--- src/design/gmdc_pkg.sv ---
// Shared constants, codes and controller/datapath interface types for the grid dilation counter.
package gmdc_pkg;

  // Default largest grid side
  localparam int MaxSideDef = 128;

  // Fixed field widths
  localparam int KindW   = 2;
  localparam int CountW  = 15;
  localparam int CfgW    = 8;
  localparam int CfgIdxW = 2;

  // Configuration register indexes
  localparam logic [CfgIdxW-1:0] CFG_GRID_SIZE = 2'd0;
  localparam logic [CfgIdxW-1:0] CFG_DAYS      = 2'd1;

  // Stored cell codes. FRESH marks a cell infected during the step in progress;
  // it is never loaded from the input (input code 3 is stored as EMPTY).
  localparam logic [KindW-1:0] K_HEALTHY  = 2'd0;
  localparam logic [KindW-1:0] K_EMPTY    = 2'd1;
  localparam logic [KindW-1:0] K_INFECTED = 2'd2;
  localparam logic [KindW-1:0] K_FRESH    = 2'd3;

  // Grid memory read address select
  typedef enum logic [2:0] {
    RD_CEN,
    RD_UP,
    RD_DN,
    RD_RT,
    RD_CNT
  } gmdc_rd_e;

  // Controller to datapath commands
  typedef struct packed {
    logic     load;       // input request accepted
    logic     start;      // last cell accepted, arm step counter
    logic     step_init;  // rewind scan position for a spreading step
    logic     rd_en;      // grid memory read
    gmdc_rd_e rd_sel;
    logic     cap_cen;
    logic     cap_up;
    logic     cap_dn;
    logic     eval;       // update current cell and advance
    logic     cnt_init;   // rewind scan position and clear count
    logic     cnt_rd;     // counting read, advance
    logic     cnt_zero;
    logic     res_load;
  } gmdc_cmd_t;

  // Datapath to controller status
  typedef struct packed {
    logic days_zero;
    logic days_one;
    logic last_pos;
    logic step_more;
  } gmdc_st_t;

endpackage

--- src/design/gmdc_ctrl.sv ---
// Controller: sequences loading, spreading steps, the counting sweep and the result request.
module gmdc_ctrl import gmdc_pkg::*; (
  input  logic      clk_i,
  input  logic      rst_ni,
  input  logic      in_valid_i,
  output logic      in_ready_o,
  input  logic      last_cell_i,
  output logic      out_valid_o,
  input  logic      out_ready_i,
  input  gmdc_st_t  st_i,
  output gmdc_cmd_t cmd_o
);

  localparam logic [3:0] S_IDLE = 4'd0;
  localparam logic [3:0] S_ST0  = 4'd1;
  localparam logic [3:0] S_ST1  = 4'd2;
  localparam logic [3:0] S_UP   = 4'd3;
  localparam logic [3:0] S_DN   = 4'd4;
  localparam logic [3:0] S_RT   = 4'd5;
  localparam logic [3:0] S_EV   = 4'd6;
  localparam logic [3:0] S_CNT  = 4'd7;
  localparam logic [3:0] S_CNTT = 4'd8;
  localparam logic [3:0] S_DONE = 4'd9;

  logic [3:0] state_q, state_d;
  logic       out_valid_q, out_valid_d;
  logic       in_acc, out_free;

  assign in_ready_o  = (state_q == S_IDLE);
  assign in_acc      = in_valid_i && in_ready_o;
  assign out_valid_o = out_valid_q;
  assign out_free    = !out_valid_q || out_ready_i;

  // Next state and commands
  always_comb begin
    state_d = state_q;
    cmd_o   = '0;
    cmd_o.rd_sel = RD_CEN;
    case (state_q)
      S_IDLE: begin
        cmd_o.load = in_acc;
        if (in_acc && last_cell_i) begin
          cmd_o.start = 1'b1;
          if (st_i.days_zero) begin
            cmd_o.cnt_zero = 1'b1;
            state_d = S_DONE;
          end else if (st_i.days_one) begin
            cmd_o.cnt_init = 1'b1;
            state_d = S_CNT;
          end else begin
            cmd_o.step_init = 1'b1;
            state_d = S_ST0;
          end
        end
      end
      S_ST0: begin
        cmd_o.rd_en  = 1'b1;
        cmd_o.rd_sel = RD_CEN;
        state_d = S_ST1;
      end
      S_ST1: begin
        cmd_o.cap_cen = 1'b1;
        state_d = S_UP;
      end
      S_UP: begin
        cmd_o.rd_en  = 1'b1;
        cmd_o.rd_sel = RD_UP;
        state_d = S_DN;
      end
      S_DN: begin
        cmd_o.cap_up = 1'b1;
        cmd_o.rd_en  = 1'b1;
        cmd_o.rd_sel = RD_DN;
        state_d = S_RT;
      end
      S_RT: begin
        cmd_o.cap_dn = 1'b1;
        cmd_o.rd_en  = 1'b1;
        cmd_o.rd_sel = RD_RT;
        state_d = S_EV;
      end
      S_EV: begin
        cmd_o.eval = 1'b1;
        if (!st_i.last_pos) begin
          state_d = S_UP;
        end else if (st_i.step_more) begin
          cmd_o.step_init = 1'b1;
          state_d = S_ST0;
        end else begin
          cmd_o.cnt_init = 1'b1;
          state_d = S_CNT;
        end
      end
      S_CNT: begin
        cmd_o.rd_en  = 1'b1;
        cmd_o.rd_sel = RD_CNT;
        cmd_o.cnt_rd = 1'b1;
        if (st_i.last_pos) begin
          state_d = S_CNTT;
        end
      end
      S_CNTT: begin
        state_d = S_DONE;
      end
      S_DONE: begin
        if (out_free) begin
          cmd_o.res_load = 1'b1;
          state_d = S_IDLE;
        end
      end
      default: begin
        state_d = S_IDLE;
      end
    endcase
  end

  // Output request valid
  always_comb begin
    out_valid_d = out_valid_q;
    if (out_valid_q && out_ready_i) begin
      out_valid_d = 1'b0;
    end
    if (cmd_o.res_load) begin
      out_valid_d = 1'b1;
    end
  end

  always_ff @(posedge clk_i or negedge rst_ni) begin
    if (!rst_ni) begin
      state_q     <= S_IDLE;
      out_valid_q <= 1'b0;
    end else begin
      state_q     <= state_d;
      out_valid_q <= out_valid_d;
    end
  end

endmodule

--- config.mk ---
export PLATFORM = sky130hd
export DESIGN_NAME = gmdc_ctrl
export DESIGN_NICKNAME = d
export VERILOG_FILES = /design/src/design/gmdc_pkg.sv /design/src/design/gmdc_ctrl.sv
export SDC_FILE = /design/constraint.sdc
export NUM_CORES = 1
export LEC_CHECK = 0
export BUFFER_PORTS_ARGS = -buffer_cell sky130_fd_sc_hd__buf_2
export CAP_MARGIN = 5
export CORE_AREA = 5 5 42 44
export CTS_CLUSTER_DIAMETER = 120
export DETAILED_ROUTE_END_ITERATION = 8
export DIE_AREA = 0 0 47 49
export PLACE_DENSITY = 0.71
export REMOVE_ABC_BUFFERS = 1
export SYNTH_ARGS = -nofsm -noshare
export SYNTH_HDL_FRONTEND = slang
export SYNTH_SLANG_ARGS = --single-unit
--- constraint.sdc ---
create_clock -name clk_i -period 3.3 [get_ports clk_i]
set_input_delay 0.165 -clock clk_i [delete_from_list [all_inputs] [get_ports clk_i]]
set_output_delay 0.165 -clock clk_i [all_outputs]
set_load 0.02 [all_outputs]
After elaboration in Yosys (flattened, before gate mapping):

Cells that the tools add are included.

* input port bits: 9
* bits in registers: 5
* word-level logic and storage cells: 56
* output and inout bits: 17

* reduce and logical (&&, ||, !) cells: 8
* mux-type cells: 34
* equality and inequality tests: 12

Operators by type and width (count)
* case mux 4 bit (10 select lines): 1
* 2-to-1 mux 1 bit: 21
* 2-to-1 mux 4 bit: 5
* case mux 4 bit (5 select lines): 1
* == test 4 x 3 -> 1 bit (second input constant): 4
* == test 4 x 2 -> 1 bit (second input constant): 2
* == test 4 bit (second input constant): 2
* 2-to-1 mux 3 bit: 2
* == test 4 x 1 -> 1 bit (second input constant): 1
* zero test 4 bit: 1
* 2-to-1 mux 2 bit: 2
* inequality test 2 bit (second input constant): 2
* case mux 1 bit (2 select lines): 2
* logical AND 1 bit: 3
* AND reduction 3 bit: 1
* inequality test 2 x 1 -> 1 bit (second input constant): 1
* nonzero test 2 bit: 1
* zero test 1 bit: 1
* logical OR 1 bit: 1

Longest topological paths before layout:

* depth after elaboration: 5
* mapped depth: 5
* gate-level depth less buffers: 5

Least setup slack after synthesis:

OpenSTA, ideal clock, no wires.

* path type: register -> output
* start point: reg state_q[0]
* end point: out cmd_o[12] in the netlist's numbering
* setup slack: 1.597 ns
* required time: 3.135 ns
* data arrival time: 1.538 ns
* stages on the path, launching flop included: 5
* path buffers: 0
* cells stage by stage: dfrtp_1 or4_4 clkinv_2 nand3_4 o31ai_2

RTL lines
* from (decl): line gmdc_ctrl.sv:25 `logic [3:0] state_q, state_d;`
* from (signal assigned): line gmdc_ctrl.sv:133 `state_q <= state_d;`
* to (decl): line gmdc_ctrl.sv:11 `output gmdc_cmd_t cmd_o`

==> run metrics <==
hpwl dp=about 980 µm; cell taking the most area after synthesis=dfrtp_1; Critical path buffers and inverters=2; post-synth top area share=24.39%; largest family of logic cells by synthesized area=simple AND/OR/NAND/NOR gates; synthesis warning total=0; CP max-delay cell=or4_4; Worst Min Path Start=out_ready_i; total CTS buffers=3; PostCTS Resize Cnt=0; crit end category=primary output; Reg2Reg Capture Point=state_q[2]; CP Cell Sequence=or4_4, clkinv_2, nand3_4, o31ai_2, buf_2; DRT Pass-1 Iters=3; Final Setup Violations=0; synthesized area=roughly 510 µm²; cell family with most CP delay=simple AND/OR/NAND/NOR gates; clk slew on worst S/H paths=0.05 ns; I/O Buffers=25; Clock Skew=0.006829 ns; post-route ant nets=0; Mean Syn Cell Area=a little over 8 µm²; Peak Freq=481.2 MHz; Max-cap violations=0; setup tns final=0 ns; Site Rows=14; Yosys reg bits=5; mux cell area share after synthesis=0%; Syn-to-layout area delta=30.24%; number of global-route vias before repair=473; final hold slack=0.1587 ns; outcome=complete, no violations; Clock Path Buffers=2; worst hold path depth=2; Post-Synth Adder-Cell Area=0%; largest net degree at the start of global routing=16; Final nets=98; crit-path max FO=14; GRT Resource Usage Total=between 10% and 20%; Critical path origin=state_q[1]; VDD IR-drop max=0.4453 mV; Mapped Cells=63; initial antenna violation count=0; CTS H-Tree Depth=1; R2R cell count=3; xor/xnor cell area share of the yosys netlist=approximately 3.4%; setup bufs post-CTS=0; largest cells by area after synthesis=dfrtp_1 24%, nor2_1 4.4%, buf_2 3.9%; compound-cell area share of the yosys netlist=around 20%; CORE AREA=1401 µm²; Starting DRT DRC Count=6; Req. time, crit path=about 3.1 ns; post-synthesis simple-gate area fraction=approximately 43%; Seq/Total Area, Yosys=about 24%; DRC Markers=0; Startpoint Class=flip-flop; routed vias/inst=5.192; Antenna diodes=0; Tcrit/Tclk final=62.97%; IO Pins=26; Hold EP=out_valid_o; R2R Setup Slk=1.72 ns; max-slew violations=0; Worst Hold Class=input port to flip-flop; Worst-Margin Slew=0.4320 ns; starting density of the core=36.61%; clk sinks=5; share of cells above drive strength 1=39.77%; die width=47 µm; global-route wire length before repair=2.056 mm; vias after detailed routing=540; detailed-route wire length per cell=roughly 12 µm; max incr delay on CP=between 0.6 and 0.7 ns; total gr overflow=0; static leakage=0.3423 nW; Worst-Skew Late Latency=between 0.2 and 0.25 ns; Placer Congestion=0.7947; minimum clock period=around 2.1 ns; crit path DAT=1.91 ns; Crit Path Class=flip-flop to primary output; CTS tree=done; PwrDens=918.3 nW/µm²; reg-to-reg startpoint=state_q[1]; Netlist cell types=36; RSZ-0062 raised after global routing=false; Total Wirelength=roughly 1.2 mm; clk root buf=clkbuf_4; Rel. slew slack=71.20%; Die Y=49 µm; die area=2303 µm²; Fin. Hold Viols=0
## worst max-delay path by stage
stage | end | slack, ns | cells after the start
3_5_place_dp | cmd_o[12] | 1.48 | 5
4_1_cts | cmd_o[12] | 1.21 | 5
3_3_place_gp | cmd_o[12] | 1.51 | 5
2_1_floorplan | cmd_o[12] | 1.48 | 4
5_1_grt | cmd_o[12] | 1.10 | 5
6_report | cmd_o[12] | 1.22 | 5
## flip-flops by register name, indices dropped and copies added, names as in the netlist
register and count:
out_valid_o 1, state_q 4
## synthesized netlist by cell type, drive strengths merged
master	number
nor4b	2
nor4	1
nor3b	1
nand3	2
nand4bb	1
and4bb	1
xnor2	2
buf	5
nor4bb	1
nand3b	1
inv	5
and3b	1
dfrtp	5
nor3	1
clkinv	1
nand2b	3
o21a	2
and2	3
nand2	3
o21ai	1
nand4b	1
nor2b	2
nor2	6
a21oi	3
o32ai	1
o311a	1
or3	1
o41a	1
or4	1
o31ai	2
o22ai	1
a311oi	1
## power by group
part	total, W	switching (W)	internal (W)
Combinational	0.000371	0.000200	0.000171
Sequential	0.000172	0.0000832	0.0000890
Clock	0.0000704	0.0000265	0.0000439
Total	0.000614	0.000310	0.000304
## layout by cell type (no fill, tap or decap), drive strengths merged
master       netlist  final
o41a               1      1
and2               3      3
o22ai              1      1
o21a               2      2
or4                1      1
o311a              1      1
clkinv             1      2
nor3b              1      1
nor4               1      1
dfrtp              5      5
nor2               6      6
nor2b              2      2
nand3b             1      1
or3                1      1
dlygate4sd3        0      1
nor3               1      1
nand2              3      3
and4bb             1      1
o31ai              2      2
nand2b             3      3
nand3              2      2
nand4b             1      1
inv                5      5
nand4bb            1      1
xnor2              2      2
o32ai              1      1
a311oi             1      1
nor4b              2      2
nor4bb             1      1
buf                5     25
o21ai              1      1
and3b              1      1
a21oi              3      3
clkbuf             0      3
## metrics by stage
stage / std cells / instance area (µm²) / utilization (%) / power [W] / setup slack, ns
floorplan: 58 / 485.5 / - / 0.0004329 / 1.475
global placement: 99 / 630.6 / 45.00 / 0.0005425 / 1.510
detailed placement: 99 / 630.6 / 45.00 / 0.0005473 / 1.476
CTS: 104 / 668.1 / 47.68 / 0.0006241 / 1.207
global route: 104 / 668.1 / 47.68 / 0.0006686 / 1.099
finish: 104 / 668.1 / 47.68 / 0.0006135 / 1.222
## cell families (layout without fill, tap and decap cells)
| logic type | count (synthesis) | in the layout |
|---|---|---|
| XOR/XNOR | 2 | 2 |
| flip-flops | 5 | 5 |
| AND/OR/NAND/NOR | 32 | 32 |
| buffers and inverters | 11 | 36 |
| AO/OA/AOI/OAI | 13 | 13 |
## routing by layer
metal | track usage, % | vias up | part of all wire [%]
met5 | 0 | - | 0
met4 | 1.382 | 0 | 0
met3 | 5.166 | 0 | 7.9
met2 | 17.87 | 14 | 47
met1 | 14.86 | 245 | 45
li1 | - | 281 | -
## timing repair
action / 4_1_cts / 5_1_grt
hold buffers: 1 / 0
endpoints found under the setup margin: 0 / 0
hold endpoints to repair: 5 / 0
## layout make-up
cell class | count | area (µm²)
flip-flops and latches | 5 | 125.1
multi-input cells | 47 | 336.6
fillers | 151 | 733.2
repair buffers | 26 | 135.1
inverters | 6 | 23.77
clock inverters | 1 | 5.005
well taps | 16 | 20.02
clock buffers | 3 | 22.52
(Power assumes the default switching activity.)
